[src/design/paid_pkg.sv]
// shared types, codes and defaults for the positional array insert/delete block
package paid_pkg;

  // default sizes handed to the top level parameters
  localparam int unsigned DEPTH_DEF     = 16;
  localparam int unsigned WORD_BITS_DEF = 32;

  // fixed field widths
  localparam int unsigned POS_BITS      = 8;
  localparam int unsigned VALUE_BITS    = 32;
  localparam int unsigned CAP_BITS      = 5;
  localparam int unsigned CNT_OUT_BITS  = 5;
  localparam int unsigned STATUS_BITS   = 2;
  localparam int unsigned MODE_BITS     = 2;
  localparam int unsigned IN_DATA_BITS  = 40;
  localparam int unsigned OUT_DATA_BITS = 40;

  // capacity after reset
  localparam int unsigned CAP_RESET     = 16;

  typedef enum logic [MODE_BITS-1:0] {
    MODE_APPEND = 2'd0,
    MODE_INSERT = 2'd1,
    MODE_DELETE = 2'd2,
    MODE_READ   = 2'd3
  } mode_e;

  typedef enum logic [STATUS_BITS-1:0] {
    ST_DONE    = 2'd0,
    ST_INVALID = 2'd1,
    ST_FULL    = 2'd2
  } status_e;

  // ram read address select
  typedef enum logic [1:0] {
    RD_PREV = 2'd0,
    RD_NEXT = 2'd1,
    RD_POS  = 2'd2
  } rd_sel_e;

  // ram write address and data select
  typedef enum logic [1:0] {
    WR_APPEND = 2'd0,
    WR_SHIFT  = 2'd1,
    WR_INSERT = 2'd2
  } wr_sel_e;

  // commands from controller to datapath
  typedef struct packed {
    logic    latch_in;
    logic    ld_ptr_cnt;
    logic    ld_ptr_pos;
    logic    ptr_dec;
    logic    ptr_inc;
    logic    rd_en;
    rd_sel_e rd_sel;
    logic    wr_en;
    wr_sel_e wr_sel;
    logic    cnt_inc;
    logic    cnt_dec;
    logic    set_status;
    status_e status;
    logic    cap_word;
    logic    load_out;
  } cmd_t;

  // status from datapath to controller
  typedef struct packed {
    mode_e mode;
    logic  pos_gt_cnt;
    logic  pos_ge_cnt;
    logic  pos_is_cnt;
    logic  pos_next_last;
    logic  full;
    logic  ptr_prev_is_pos;
    logic  ptr_next_last;
  } dp_status_t;

endpackage

[src/design/paid_ram.sv]
// generic single write port ram with registered read
module paid_ram #(
  parameter int unsigned WIDTH = 32,
  parameter int unsigned DEPTH = 16,
  localparam int unsigned AW = (DEPTH > 1) ? $clog2(DEPTH) : 1
) (
  input  logic             clk_i,
  input  logic             we_i,
  input  logic [AW-1:0]    waddr_i,
  input  logic [WIDTH-1:0] wdata_i,
  input  logic             re_i,
  input  logic [AW-1:0]    raddr_i,
  output logic [WIDTH-1:0] rdata_o
);

  logic [WIDTH-1:0] mem_q [DEPTH];
  logic [WIDTH-1:0] rdata_q;

  // write port
  always_ff @(posedge clk_i) begin
    if (we_i) begin
      mem_q[waddr_i] <= wdata_i;
    end
  end

  // registered read port
  always_ff @(posedge clk_i) begin
    if (re_i) begin
      rdata_q <= mem_q[raddr_i];
    end
  end

  assign rdata_o = rdata_q;

endmodule

[src/design/paid_ctrl.sv]
// controller state machine for the positional array
module paid_ctrl
  import paid_pkg::*;
(
  input  logic       clk_i,
  input  logic       rst_ni,
  input  logic       in_valid_i,
  output logic       in_ready_o,
  output logic       out_valid_o,
  input  logic       out_ready_i,
  input  dp_status_t st_i,
  output cmd_t       cmd_o
);

  typedef enum logic [8:0] {
    S_IDLE    = 9'b000000001,
    S_EVAL    = 9'b000000010,
    S_RD_WAIT = 9'b000000100,
    S_UP_RD   = 9'b000001000,
    S_UP_WR   = 9'b000010000,
    S_INS_WR  = 9'b000100000,
    S_DN_RD   = 9'b001000000,
    S_DN_WR   = 9'b010000000,
    S_FIN     = 9'b100000000
  } state_e;

  state_e state_q, state_d;
  logic   out_valid_q, out_valid_d;
  cmd_t   cmd;

  assign in_ready_o  = (state_q == S_IDLE);
  assign out_valid_o = out_valid_q;

  // next state and commands
  always_comb begin
    state_d = state_q;
    cmd     = '0;
    cmd.rd_sel = RD_POS;
    cmd.wr_sel = WR_APPEND;
    cmd.status = ST_DONE;
    unique case (state_q)
      S_IDLE: begin
        if (in_valid_i) begin
          cmd.latch_in = 1'b1;
          state_d      = S_EVAL;
        end
      end
      S_EVAL: begin
        cmd.set_status = 1'b1;
        state_d        = S_FIN;
        unique case (st_i.mode)
          MODE_APPEND: begin
            if (st_i.full) begin
              cmd.status = ST_FULL;
            end else begin
              cmd.wr_en   = 1'b1;
              cmd.wr_sel  = WR_APPEND;
              cmd.cnt_inc = 1'b1;
            end
          end
          MODE_INSERT: begin
            if (st_i.pos_gt_cnt) begin
              cmd.status = ST_INVALID;
            end else if (st_i.full) begin
              cmd.status = ST_FULL;
            end else if (st_i.pos_is_cnt) begin
              cmd.wr_en   = 1'b1;
              cmd.wr_sel  = WR_INSERT;
              cmd.cnt_inc = 1'b1;
            end else begin
              cmd.ld_ptr_cnt = 1'b1;
              state_d        = S_UP_RD;
            end
          end
          MODE_DELETE: begin
            if (st_i.pos_ge_cnt) begin
              cmd.status = ST_INVALID;
            end else if (st_i.pos_next_last) begin
              cmd.cnt_dec = 1'b1;
            end else begin
              cmd.ld_ptr_pos = 1'b1;
              state_d        = S_DN_RD;
            end
          end
          MODE_READ: begin
            if (st_i.pos_ge_cnt) begin
              cmd.status = ST_INVALID;
            end else begin
              cmd.rd_en  = 1'b1;
              cmd.rd_sel = RD_POS;
              state_d    = S_RD_WAIT;
            end
          end
          default: begin
            cmd.status = ST_INVALID;
          end
        endcase
      end
      S_RD_WAIT: begin
        cmd.cap_word = 1'b1;
        state_d      = S_FIN;
      end
      // shift up: read entry below the pointer, then write it at the pointer
      S_UP_RD: begin
        cmd.rd_en  = 1'b1;
        cmd.rd_sel = RD_PREV;
        state_d    = S_UP_WR;
      end
      S_UP_WR: begin
        cmd.wr_en   = 1'b1;
        cmd.wr_sel  = WR_SHIFT;
        cmd.ptr_dec = 1'b1;
        state_d     = st_i.ptr_prev_is_pos ? S_INS_WR : S_UP_RD;
      end
      S_INS_WR: begin
        cmd.wr_en   = 1'b1;
        cmd.wr_sel  = WR_INSERT;
        cmd.cnt_inc = 1'b1;
        state_d     = S_FIN;
      end
      // shift down: read entry above the pointer, then write it at the pointer
      S_DN_RD: begin
        cmd.rd_en  = 1'b1;
        cmd.rd_sel = RD_NEXT;
        state_d    = S_DN_WR;
      end
      S_DN_WR: begin
        cmd.wr_en   = 1'b1;
        cmd.wr_sel  = WR_SHIFT;
        cmd.ptr_inc = 1'b1;
        if (st_i.ptr_next_last) begin
          cmd.cnt_dec = 1'b1;
          state_d     = S_FIN;
        end else begin
          state_d = S_DN_RD;
        end
      end
      S_FIN: begin
        if (!out_valid_q || out_ready_i) begin
          cmd.load_out = 1'b1;
          state_d      = S_IDLE;
        end
      end
      default: begin
        state_d = S_IDLE;
      end
    endcase
  end

  // output valid flag
  always_comb begin
    out_valid_d = out_valid_q;
    if (cmd.load_out) begin
      out_valid_d = 1'b1;
    end else if (out_ready_i) begin
      out_valid_d = 1'b0;
    end
  end

  always_ff @(posedge clk_i or negedge rst_ni) begin
    if (!rst_ni) begin
      state_q     <= S_IDLE;
      out_valid_q <= 1'b0;
    end else begin
      state_q     <= state_d;
      out_valid_q <= out_valid_d;
    end
  end

  assign cmd_o = cmd;

  // the count only grows while the array has room
  a_inc_not_full: assert property (@(posedge clk_i) disable iff (!rst_ni)
    cmd.cnt_inc |-> !st_i.full)
    else $error("count increment while array full");

endmodule

[src/design/paid_dp.sv]
// datapath: item registers, entry ram, count, shift pointer and result registers
module paid_dp
  import paid_pkg::*;
#(
  parameter int unsigned DEPTH     = DEPTH_DEF,
  parameter int unsigned WORD_BITS = WORD_BITS_DEF
) (
  input  logic                        clk_i,
  input  logic                        rst_ni,
  input  logic                        cfg_we_i,
  input  logic [CAP_BITS-1:0]         cfg_data_i,
  input  mode_e                       in_mode_i,
  input  logic [POS_BITS-1:0]         in_pos_i,
  input  logic signed [VALUE_BITS-1:0] in_value_i,
  input  cmd_t                        cmd_i,
  output dp_status_t                  st_o,
  output status_e                     out_status_o,
  output logic [CNT_OUT_BITS-1:0]     out_count_o,
  output logic signed [VALUE_BITS-1:0] out_word_o
);

  localparam int unsigned AW   = (DEPTH > 1) ? $clog2(DEPTH) : 1;
  localparam int unsigned CW   = $clog2(DEPTH + 1);
  localparam int unsigned CMPW = ((CW > POS_BITS) ? CW : POS_BITS) + 2;

  // item registers
  mode_e                 mode_q;
  logic [POS_BITS-1:0]   pos_q;
  logic [WORD_BITS-1:0]  value_q;

  // control registers
  logic [CW-1:0]         count_q, count_d;
  logic [CAP_BITS-1:0]   cap_q;
  logic [AW-1:0]         ptr_q, ptr_d;

  // result registers
  status_e               res_status_q;
  logic [VALUE_BITS-1:0] res_word_q;
  status_e               out_status_q;
  logic [CNT_OUT_BITS-1:0] out_count_q;
  logic [VALUE_BITS-1:0] out_word_q;

  // ram ports
  logic                  ram_we;
  logic [AW-1:0]         ram_waddr;
  logic [WORD_BITS-1:0]  ram_wdata;
  logic [AW-1:0]         ram_raddr;
  logic [WORD_BITS-1:0]  ram_rdata;

  // wide copies for compares
  logic [CMPW-1:0]       pos_w, cnt_w, ptr_w, lim_w, cap_w, dep_w;

  assign pos_w = CMPW'(pos_q);
  assign cnt_w = CMPW'(count_q);
  assign ptr_w = CMPW'(ptr_q);
  assign cap_w = CMPW'(cap_q);
  assign dep_w = CMPW'(DEPTH);
  assign lim_w = (cap_w > dep_w) ? dep_w : cap_w;

  // status toward the controller
  assign st_o.mode            = mode_q;
  assign st_o.pos_gt_cnt      = pos_w > cnt_w;
  assign st_o.pos_ge_cnt      = pos_w >= cnt_w;
  assign st_o.pos_is_cnt      = pos_w == cnt_w;
  assign st_o.pos_next_last   = (pos_w + CMPW'(1)) >= cnt_w;
  assign st_o.full            = cnt_w >= lim_w;
  assign st_o.ptr_prev_is_pos = ptr_w == (pos_w + CMPW'(1));
  assign st_o.ptr_next_last   = (ptr_w + CMPW'(2)) >= cnt_w;

  // ram read address
  always_comb begin
    unique case (cmd_i.rd_sel)
      RD_PREV: ram_raddr = ptr_q - AW'(1);
      RD_NEXT: ram_raddr = ptr_q + AW'(1);
      RD_POS:  ram_raddr = AW'(pos_q);
      default: ram_raddr = AW'(pos_q);
    endcase
  end

  // ram write address and data
  always_comb begin
    ram_we = cmd_i.wr_en;
    unique case (cmd_i.wr_sel)
      WR_APPEND: begin
        ram_waddr = AW'(count_q);
        ram_wdata = value_q;
      end
      WR_SHIFT: begin
        ram_waddr = ptr_q;
        ram_wdata = ram_rdata;
      end
      WR_INSERT: begin
        ram_waddr = AW'(pos_q);
        ram_wdata = value_q;
      end
      default: begin
        ram_waddr = ptr_q;
        ram_wdata = value_q;
      end
    endcase
  end

  paid_ram #(
    .WIDTH (WORD_BITS),
    .DEPTH (DEPTH)
  ) u_ram (
    .clk_i   (clk_i),
    .we_i    (ram_we),
    .waddr_i (ram_waddr),
    .wdata_i (ram_wdata),
    .re_i    (cmd_i.rd_en),
    .raddr_i (ram_raddr),
    .rdata_o (ram_rdata)
  );

  // count and pointer next values
  always_comb begin
    count_d = count_q;
    if (cmd_i.cnt_inc) begin
      count_d = count_q + CW'(1);
    end else if (cmd_i.cnt_dec) begin
      count_d = count_q - CW'(1);
    end
  end

  always_comb begin
    priority if (cmd_i.ld_ptr_cnt) begin
      ptr_d = AW'(count_q);
    end else if (cmd_i.ld_ptr_pos) begin
      ptr_d = AW'(pos_q);
    end else if (cmd_i.ptr_dec) begin
      ptr_d = ptr_q - AW'(1);
    end else if (cmd_i.ptr_inc) begin
      ptr_d = ptr_q + AW'(1);
    end else begin
      ptr_d = ptr_q;
    end
  end

  // control state
  always_ff @(posedge clk_i or negedge rst_ni) begin
    if (!rst_ni) begin
      count_q <= '0;
      cap_q   <= CAP_BITS'(CAP_RESET);
    end else begin
      count_q <= count_d;
      if (cfg_we_i) begin
        cap_q <= cfg_data_i;
      end
    end
  end

  // payload registers
  always_ff @(posedge clk_i) begin
    ptr_q <= ptr_d;
    if (cmd_i.latch_in) begin
      mode_q  <= in_mode_i;
      pos_q   <= in_pos_i;
      value_q <= WORD_BITS'(in_value_i);
    end
    if (cmd_i.set_status) begin
      res_status_q <= cmd_i.status;
      res_word_q   <= '0;
    end
    if (cmd_i.cap_word) begin
      res_word_q <= VALUE_BITS'($signed(ram_rdata));
    end
    if (cmd_i.load_out) begin
      out_status_q <= res_status_q;
      out_count_q  <= CNT_OUT_BITS'(count_q);
      out_word_q   <= res_word_q;
    end
  end

  assign out_status_o = out_status_q;
  assign out_count_o  = out_count_q;
  assign out_word_o   = $signed(out_word_q);

  // count never passes the depth
  a_count_range: assert property (@(posedge clk_i) disable iff (!rst_ni)
    cnt_w <= dep_w)
    else $error("element count above depth");

  // writes stay inside the ram
  a_waddr_range: assert property (@(posedge clk_i) disable iff (!rst_ni)
    ram_we |-> (CMPW'(ram_waddr) < dep_w))
    else $error("ram write address out of range");

endmodule

[src/design/positional_array_insert_delete_core.sv]
// top level of the positional array with insert, delete, append and read
// A packed list of signed words with a live count, backed by a single ram that
// has one write port and one registered read port. An append, a failed operation,
// an insert at the end and a delete of the last entry go from evaluation straight
// to the finish state, which loads the output register; a read first waits for the
// registered ram read. Insert and delete elsewhere move the later entries one at a
// time through the ram, a ram read and a ram write per moved entry, where moved is
// count minus position for insert and count minus position minus one for delete.
// The block is idle again in the cycle after its result is loaded.
// A new item is taken once the previous one has its result in the output
// register, even while that result still waits on m_axis_tready. The capacity
// register is written over the cfg channel, always ready; the user must write it
// only while idle, since the block itself does not enforce this.
module positional_array_insert_delete_core
  import paid_pkg::*;
#(
  parameter int unsigned DEPTH     = DEPTH_DEF,
  parameter int unsigned WORD_BITS = WORD_BITS_DEF
) (
  input  logic                     clk_i,
  input  logic                     rst_ni,
  // configuration write channel: capacity
  input  logic                     cfg_valid_i,
  output logic                     cfg_ready_o,
  input  logic [CAP_BITS-1:0]      cfg_data_i,
  // input items
  input  logic                     s_axis_tvalid,
  output logic                     s_axis_tready,
  input  logic [IN_DATA_BITS-1:0]  s_axis_tdata,  // [7:0] position, [39:8] value
  input  logic [MODE_BITS-1:0]     s_axis_tuser,  // [1:0] mode
  // result items
  output logic                     m_axis_tvalid,
  input  logic                     m_axis_tready,
  output logic [OUT_DATA_BITS-1:0] m_axis_tdata,  // [4:0] count_after, [36:5] read_word
  output logic [STATUS_BITS-1:0]   m_axis_tuser   // [1:0] status
);

  cmd_t                          cmd;
  dp_status_t                    dp_st;
  status_e                       out_status;
  logic [CNT_OUT_BITS-1:0]       out_count;
  logic signed [VALUE_BITS-1:0]  out_word;
  mode_e                         in_mode;
  logic [POS_BITS-1:0]           in_pos;
  logic signed [VALUE_BITS-1:0]  in_value;

  // unpack input item
  assign in_mode  = mode_e'(s_axis_tuser);
  assign in_pos   = s_axis_tdata[POS_BITS-1:0];
  assign in_value = $signed(s_axis_tdata[POS_BITS+VALUE_BITS-1:POS_BITS]);

  assign cfg_ready_o = 1'b1;

  paid_ctrl u_ctrl (
    .clk_i       (clk_i),
    .rst_ni      (rst_ni),
    .in_valid_i  (s_axis_tvalid),
    .in_ready_o  (s_axis_tready),
    .out_valid_o (m_axis_tvalid),
    .out_ready_i (m_axis_tready),
    .st_i        (dp_st),
    .cmd_o       (cmd)
  );

  paid_dp #(
    .DEPTH     (DEPTH),
    .WORD_BITS (WORD_BITS)
  ) u_dp (
    .clk_i        (clk_i),
    .rst_ni       (rst_ni),
    .cfg_we_i     (cfg_valid_i),
    .cfg_data_i   (cfg_data_i),
    .in_mode_i    (in_mode),
    .in_pos_i     (in_pos),
    .in_value_i   (in_value),
    .cmd_i        (cmd),
    .st_o         (dp_st),
    .out_status_o (out_status),
    .out_count_o  (out_count),
    .out_word_o   (out_word)
  );

  // pack result item
  assign m_axis_tdata = {
    (OUT_DATA_BITS - CNT_OUT_BITS - VALUE_BITS)'(0),
    out_word,
    out_count
  };
  assign m_axis_tuser = out_status;

  // only a successful read carries a nonzero word
  a_word_zero_on_fail: assert property (@(posedge clk_i) disable iff (!rst_ni)
    (m_axis_tvalid && (out_status != ST_DONE)) |-> (out_word == '0))
    else $error("nonzero read word on failed operation");

endmodule

[config.mk]
export PLATFORM = sky130hd
export DESIGN_NAME = positional_array_insert_delete_core
export DESIGN_NICKNAME = d
export VERILOG_FILES = /design/src/design/paid_pkg.sv /design/src/design/paid_ram.sv /design/src/design/paid_ctrl.sv /design/src/design/paid_dp.sv /design/src/design/positional_array_insert_delete_core.sv
export SDC_FILE = /design/constraint.sdc
export NUM_CORES = 1
export LEC_CHECK = 0
export BUFFER_PORTS_ARGS = -buffer_cell sky130_fd_sc_hd__buf_2
export CAP_MARGIN = 40
export CORE_ASPECT_RATIO = 0.8
export CORE_MARGIN = 10
export CORE_UTILIZATION = 45
export DETAILED_ROUTE_END_ITERATION = 6
export GPL_ROUTABILITY_DRIVEN = 0
export PLACE_DENSITY = 0.7
export SLEW_MARGIN = 20
export SYNTH_ARGS = -nofsm -noshare
export SYNTH_HDL_FRONTEND = slang
export SYNTH_HIERARCHICAL = 1
export SYNTH_SLANG_ARGS = --single-unit
[constraint.sdc]
create_clock -name clk_i -period 5.55 [get_ports clk_i]
set_input_delay 0.2775 -clock clk_i [delete_from_list [all_inputs] [get_ports clk_i]]
set_output_delay 0.2775 -clock clk_i [all_outputs]
set_load 0.01 [all_outputs]
**Yosys cells after proc, flatten, opt, wreduce, memory -nomap -nowiden**

Memory sizes are Yosys's and may differ from the RTL's. A register that Yosys moved wholly into a read port is not among the register bits.
Cells that the tools add are included.

- Register bits: 139
- Memories kept: 1
- Memory bits (writable): 512
- Output and inout port bits: 45
- Input bits: 52
- Logic and storage cells: 121

- Reductions and logical operators: 13
- Equal/unequal tests: 19
- Order comparisons: 6
- Muxes and demuxes: 63
- $add $sub $neg: 6

Memories:

| name | words | bits a word | rd ports | clocked after Yosys merged registers in | write ports | RTL line | source |
|---|---|---|---|---|---|---|---|
| u_dp.u_ram.mem_q | 16 | 32 | 1 | 1 | 1 | paid_ram.sv:16 | `logic [WIDTH-1:0] mem_q [DEPTH];` |

Operator list:

| operator | number |
|---|---|
| two-way mux 32 bit | 3 |
| two-way mux 9 bit | 9 |
| one-hot mux 9 bit (8 select lines) | 1 |
| two-way mux 4 bit | 8 |
| one-hot mux 9 bit (3 select lines) | 1 |
| one-hot mux 4 bit (2 select lines) | 3 |
| two-way mux 1 bit | 23 |
| >= comparator 10 x 5 -> 1 bit | 2 |
| one-hot mux 3 bit (3 select lines) | 2 |
| two-way mux 5 bit | 3 |
| == test 4 x 10 -> 1 bit | 1 |
| >= comparator 5 x 10 -> 1 bit | 1 |
| adder 8 x 1 -> 9 bit (second input constant) | 1 |
| == test 9 x 1 -> 1 bit (second input constant) | 1 |
| == test 9 x 2 -> 1 bit (second input constant) | 1 |
| == test 9 x 3 -> 1 bit (second input constant) | 1 |
| == test 9 x 4 -> 1 bit (second input constant) | 1 |
| == test 9 x 5 -> 1 bit (second input constant) | 1 |
| == test 9 x 6 -> 1 bit (second input constant) | 1 |
| == test 9 x 7 -> 1 bit (second input constant) | 1 |
| == test 9 x 8 -> 1 bit (second input constant) | 1 |
| == test 9 bit (second input constant) | 1 |
| two-way mux 3 bit | 3 |
| == test 8 x 5 -> 1 bit | 1 |
| 23 further kinds | 36 |

**Logic depth before layout (Yosys ltp)**

Gate-level depths: netlist of run 1.

- Depth in word-level cells: 9
- Gate-level depth with buffers: 15
- Gate-level depth less buffers: 15

**Modules after synthesis**

Netlist of run 1, hierarchy kept.

By module, submodules not included:

| module | instances | seq. area each (um2) | area each (um2) | cells an instance |
|---|---|---|---|---|
| paid_ram | 1 | 16335.7 | 20155.6 | 838 |
| paid_dp | 1 | 3824.9 | 5670.4 | 370 |
| paid_ctrl | 1 | 251.5 | 738.2 | 83 |
| positional_array_insert_delete_core | 1 | 0.0 | 37.5 | 6 |

**Least setup slack after synthesis of run 1**

No wires, ideal clock.

- Path type: reg2reg
- Start point: register u_dp.count_q[1]
- End point: memory u_dp.u_ram.mem_q[0][0] (enable)
- Period minus slack after synthesis: 5980 ps
- Stages on the path, launching flop included: 13
- Path slack: -430 ps
- Arrival: 5519 ps
- Path through: dfrtp_1 > inv_1 > ha_1 > nand2_1 > nor3_1 > a21oi_1 > or4b_4 > o31ai_1 > clkbuf_1 > mux2i_1 > o21ai_0 > or3b_2 > nor3_1

RTL lines:

| item | RTL line | source |
|---|---|---|
| from (decl) | paid_dp.sv:32 | `logic [CW-1:0] count_q, count_d;` |
| from (signal assigned) | paid_dp.sv:146 | `count_q <= count_d;` |
| to (decl) | paid_ram.sv:16 |  |

==> impl_metrics.yaml, run 1 <==
outcome:
  status: "completed"
critical_path:
  cp.arrival_ns: 5.32
  crit_path_start_kind: "register"
  worstSetupPathType: "reg -> reg"
  critical_path_required_ns: 5.85
  end_kind: "register"
  cp_max_fo: 17
floorplan:
  die_width_um: 292
  std_cell_rows: 79
  core_area_sq_um: 58300
  die_y_um: 237
  initial_core_util_pct: 45.6
  boundaryPins: 97
  die_area_sq_um: 69300
route:
  drt-pass1-iter-count: 5
  routedWlPerCell_um: 25.3
  drt_iter0_drc: 1584
  drt.antenna.violating_nets: 0
  vias_per_cell: 5.72
  routed_wl_mm: 58.5
  drc_errors: 0
  num_vias: 13234
place:
  dp_hpwl_mm: 37.1
  dpl_cell_area_sq_um: 28500
  place_ws_ns: 0.652
  port_buffers: 92
timing:
  slew_viol_final: 0
  fin_crit_sh_pct: 90.3
  fin_skew_ns: 0.0229
  clock.fmax_mhz: 200
  worst_slew_pin_slew_ns: 0.725
  timing.final.ws_setup_ns: 0.538
  setup_tns_ns: 0
  setup_viol: 0
  rsz0062_at_grt: "false"
  hold_viol: 0
  min_period_ns: 5.01
  slew_headroom_pct: 51.4
grt:
  grt_antenna_before_repair: 0
  overflow: 0
  grt_pass1_vias: 13495
  grt.busiest_layer: "met2"
  grt_first_pass_wirelength_mm: 88.1
  grt_use_met2_pct: 25.1
  track_usage_pct: 16.8
  grt_max_degree: 58
  grtUsageMet3_pct: 4.21
  grt.met1_usage_pct: 24.6
synth:
  postSynthAreaPerCell_sq_um: 20.5
  ys_seq_elements: 683
  synthArstFlopShare_pct: 2.93
  yosys_most_used_dff: "edfxtp_1"
  synth.top_cell.area_share_pct: 74.8
  seq_area_frac_synth_pct: 76.7
  syn_inst: 1297
  synth_top_cells_by_area: "edfxtp_1 75%, mux4_2 11%, a22oi_1 1.8%"
  synth-edff-count: 663
  syn_area_sq_um: 26600
  ys_warn_count: 6
  yosysUniqueCellTypes: 62
  synthDominantAreaCellType: "edfxtp_1"
pwr:
  power_leakage_nw: 10.2
  p_per_area_nw_per_um2: 391
  irDropWorstVdd_mv: 0.272
min_path:
  worstHoldPathType: "in -> reg"
clock_network:
  clk_pin_slew_ns: 0.06
  cts_made_buffers: 59
  insertion_delay_ns: 0.62
  clkSinkCount: 683
  cts_buffer_depth: 3
  cts-root-buf: "clkbuf_16"
  htreeDepth: 2
  cts_resized: 0
  post-cts-setup-buffers: 0
  cts_tree: "yes"
finish:
  nets: 1578
  fillerInstances: 4469
  design_area_sq_um: 30800
  ff_latch_area_sq_um: 20400
  multi_input_area_sq_um: 6010
  syn_to_final_growth_pct: 15.9
  drive_above_1_share_pct: 28.1
flow_run:
  maxCapViolations: 0
==> state kept, by name, summed over array words and instances (netlist names) <==
name                flops
u_ctrl/out_valid_o      1
u_dp/pos_q              8
u_dp/mode_q             2
u_dp/res_status_q       2
u_dp/res_word_q        32
u_dp/cap_q              5
u_dp/ptr_q              4
u_ctrl/state_q          9
u_dp/out_status_o       2
u_dp/value_q           32
u_dp/u_ram/mem_q      512
u_dp/u_ram/rdata_o     32
u_dp/out_word_o        32
u_dp/count_q            5
u_dp/out_count_o        5
==> worst max-delay path, cell delays in order (launching register included) <==
cell	delay, ns
dfrtp_1	0.47
inv_1	0.16
ha_1	0.33
nand2_1	0.07
nor3_1	0.54
a21oi_1	0.18
or4b_4	0.61
o31ai_1	0.25
buf_4	0.22
mux2i_1	0.08
o21ai_0	0.40
nand3_1	0.45
nor2_4	0.67
buf_12	0.26
==> placed cells by master, fill, tap and decap left out, types with 14 or more instances in the layout <==
cell           count
clkbuf_16         59
clkinv_2          15
a21oi_1           15
dlygate4sd3_1     55
clkinv_1          14
a22oi_1           64
buf_4             34
edfxtp_1         663
buf_2             93
ha_1              29
nand2_1           53
o21ai_0           17
inv_1             18
dfrtp_1           18
mux2_2            37
mux4_2           128
and2_1            35
nor2_1            21
==> power breakdown <==
part           total [mW]  internal (mW)  leakage (nW)  switching, mW
Clock                3.88           2.09         0.881           1.79
Combinational        1.97          0.759          3.05           1.22
Sequential           6.19           6.09          6.25          0.104
==> cell usage after synthesis (18+ instances only) <==
library cell  number
ha_1              29
mux4_2           128
nor2_1            35
inv_1             18
edfxtp_1         663
clkbuf_1          27
a22oi_1           64
dfrtp_1           18
mux2_2            37
nand2_1           53
o21ai_0           21
and2_1            36
==> layer usage <==
layer	wire, um	vias up
met5	0	-
met4	951	0
met3	5510	69
met2	26600	569
met1	25400	6923
li1	-	5673
==> layout make-up <==
type                            count  area share, %
Sequential cell                   683           66.2
Antenna cell                        1        0.00812
Clock buffer                       69           4.91
Multi-Input combinational cell    535           19.5
Inverter                           19          0.231
Clock inverter                     38          0.901
Tap cell                          769           3.12
Timing Repair Buffer              198           5.13
==> through the flow <==
stage          utilization, %  hold WS (ns)  total power, mW  cells
3_5_place_dp             48.8         0.276             8.23   2148
2_1_floorplan               -       -0.0181             7.50   1299
5_1_grt                  52.9        0.0281             12.5   2311
3_3_place_gp             48.7         0.267             8.16   2142
4_1_cts                  52.8       0.00239             12.1   2310
6_report                 52.9        0.0292             12.0   2312
==> cells by family after synthesis <==
logic type / synth area share, %
buffers and inverters: 1.42
adder cells (fa/ha/maj): 1.44
multiplexers: 12.8
AND/OR/NAND/NOR: 3.97
other: 0.0282
AO/OA/AOI/OAI: 2.99
flip-flops: 76.7
XOR/XNOR: 0.626
==> worst paths after layout <==
kind                                     start                       end  slack, ns  depth (start not counted)
max                            u_dp/count_q[2]  u_dp/u_ram/mem_q[15][23]       0.54                         13
min                              m_axis_tready        u_ctrl/out_valid_o       0.03                          3
max reg2reg                    u_dp/count_q[2]  u_dp/u_ram/mem_q[15][23]       0.54                         13
min reg2reg                u_dp/res_word_q[20]       u_dp/out_word_o[20]       0.42                          0
max in group asynchronous               rst_ni         u_ctrl/state_q[0]       5.00                          2
min in group asynchronous               rst_ni           u_dp/count_q[0]       0.18                          2
==> timing repair <==
item / 4_1_cts / 5_1_grt
hold endpoints to repair: 69 / 0
hold buffers: 55 / 0
endpoints found under the setup margin: 0 / 0
Note: power is estimated with default switching activity, not from simulation.
==> inputs of run 2 (changes only) <==
--- a/config.mk
+++ b/config.mk
@@ -9,10 +9,11 @@
 export CAP_MARGIN = 40
 export CORE_ASPECT_RATIO = 0.8
 export CORE_MARGIN = 10
-export CORE_UTILIZATION = 45
+export CORE_UTILIZATION = 49
+export CTS_BUF_LIST = sky130_fd_sc_hd__clkbuf_16
 export DETAILED_ROUTE_END_ITERATION = 6
 export GPL_ROUTABILITY_DRIVEN = 0
-export PLACE_DENSITY = 0.7
+export PLACE_DENSITY = 0.75
 export SLEW_MARGIN = 20
 export SYNTH_ARGS = -nofsm -noshare
 export SYNTH_HDL_FRONTEND = slang
==> run 2 against run 1 <==
Wire length grew 2.0%. Die area shrank 7.6%. Largest power group unchanged. Via count is essentially flat. Utilization grew 4.2 points. Critical path depth is the same. Hold slack lost 0.0028 ns.
==> impl_metrics.yaml, run 2 (synthesized netlist as in run 1, its figures left out) <==
finish:
  drive_above_1_share_pct: 27.8
  fin_cells: 2229
  largest_register_ffs: 512
  final_cell_mix: "663 x edfxtp_1, 128 x mux4_2, 93 x buf_2"
  final_core_util_pct: 57.1
  nets: 1561
  mostFrequentLayoutCell: "edfxtp_1"
  syn_to_final_growth_pct: 15.5
  n_antenna_cell: 0
  regMostFlops: "u_dp/u_ram/mem_q"
floorplan:
  boundaryPins: 97
  initial_core_util_pct: 49.4
  die_width_um: 281
  die_y_um: 228
  std_cell_rows: 76
  die_area_sq_um: 64100
  core_area_sq_um: 53800
critical_path:
  cp_num_buf_inv: 3
  worst_r2r_endpoint: "u_dp/u_ram/mem_q[2][26]"
  critical_path_required_ns: 5.85
  cpPeakStageDelay_ns: 0.65
  path_cells: "inv_1 > ha_1 > nand2_1 > nor3_1 > a21oi_1 > or4b_4 > o31ai_1 > buf_4 > mux2i_1 > o21ai_0 > or3b_2 > nor2_4 > buf_12"
  worstSetupPathType: "reg -> reg"
  cp.arrival_ns: 5.44
  slowest_stage: "or3b_2"
  rr_startpoint: "u_dp/count_q[2]"
  critical_path.top_delay_family: "simple AND/OR/NAND/NOR gates"
  end_kind: "register"
  cp_max_fo: 17
  reg2reg_depth: 13
  rrSetupSlack_ns: 0.41
  crit_path_start_kind: "register"
grt:
  grt_first_pass_wirelength_mm: 89.4
  grt_antenna_before_repair: 1
  grt_max_degree: 70
  track_usage_pct: 18.6
  overflow: 0
  grt_pass1_vias: 13778
timing:
  min_period_ns: 5.14
  clock.fmax_mhz: 195
  setup_tns_ns: 0
  slew_headroom_pct: 41.4
  setup_viol: 0
  rsz0062_at_grt: "false"
  slew_viol_final: 0
  hold_viol: 0
  fin_skew_ns: 0.0154
  worst_slew_pin_slew_ns: 0.877
  fin_crit_sh_pct: 92.6
min_path:
  min_from: "m_axis_tready"
  holdPathStages: 3
  worstHoldPathType: "in -> reg"
  min_to: "u_ctrl/out_valid_o"
clock_network:
  post-cts-setup-buffers: 0
  cts_buffer_depth: 3
  clkSinkCount: 683
  insertion_delay_ns: 0.60
  clk_pin_slew_ns: 0.06
  cts_made_buffers: 60
  cts-root-buf: "clkbuf_16"
  htreeDepth: 2
  cts_tree: "yes"
outcome:
  status: "completed"
route:
  routedWlPerCell_um: 26.8
  vias_per_cell: 5.94
  drc_errors: 0
  drt_iter0_drc: 1507
  routed_wl_mm: 59.7
  drt.antenna.violating_nets: 0
  drt-pass1-iter-count: 5
  num_vias: 13240
pwr:
  p_per_area_nw_per_um2: 401
  power_leakage_nw: 10.2
  irDropWorstVdd_mv: 0.242
flow_run:
  maxCapViolations: 0
place:
  port_buffers: 92
  dp_hpwl_mm: 36.0
  dp_cells: 2069
-- run 2: layout make-up --
cell class	instances	area, sq um
fill	3843	23100
clock buffer	62	1550
sequential	683	20400
inverter	19	71.3
multi-input combinational	535	6010
clock inverter	48	434
timing repair buffer	180	1380
tap	702	878
-- run 2: worst max path at each step --
stage / startpoint / to / slack, ns / depth (start not counted)
after floorplan: u_dp/count_q[1] / u_dp/u_ram/mem_q[15][0] / 0.34 / 12
after global placement: u_dp/count_q[2] / u_dp/u_ram/mem_q[3][24] / 0.85 / 13
after detailed placement: u_dp/count_q[2] / u_dp/u_ram/mem_q[3][17] / 0.58 / 13
after CTS: u_dp/count_q[2] / u_dp/u_ram/mem_q[2][22] / 0.50 / 13
after global routing: u_dp/count_q[2] / u_dp/u_ram/mem_q[8][12] / 0.17 / 13
final: u_dp/count_q[2] / u_dp/u_ram/mem_q[2][26] / 0.41 / 13
-- run 2: what timing repair did --
item                      CTS  global route
gates resized for setup     0             0
hold endpoints to repair   69             0
hold buffers               50             0
-- run 2: worst min-delay path: cells and delay by family --
kind | cells | cell delay, ns
buf+inv | 1 | 0.07
simple gates | 2 | 0.22
-- run 2: routing by layer --
layer | track usage (%) | part of all wire (%) | vias to the layer above
li1 | - | - | 5626
met1 | 25.5 | 40 | 6851
met2 | 28.9 | 47 | 670
met3 | 4.63 | 9.3 | 93
met4 | 6.01 | 3.0 | 0
met5 | 0 | 0 | -
-- run 2: metrics by stage --
step / cell area [sq um] / setup slack (ns) / hold slack [ns] / total power [mW]
floorplan: 26600 / 0.337 / -0.0181 / 7.50
global placement: 28200 / 0.849 / 0.254 / 8.15
detailed placement: 28200 / 0.580 / 0.259 / 8.22
CTS: 30700 / 0.498 / 0.00631 / 12.4
global route: 30700 / 0.167 / 0.0247 / 12.8
finish: 30700 / 0.413 / 0.0264 / 12.3
-- run 2: report_power, final --
part	switching (mW)	leakage [nW]	internal [mW]
sequential	0.114	6.25	6.09
combinational	1.21	2.95	0.727
clock	1.81	1.00	2.39
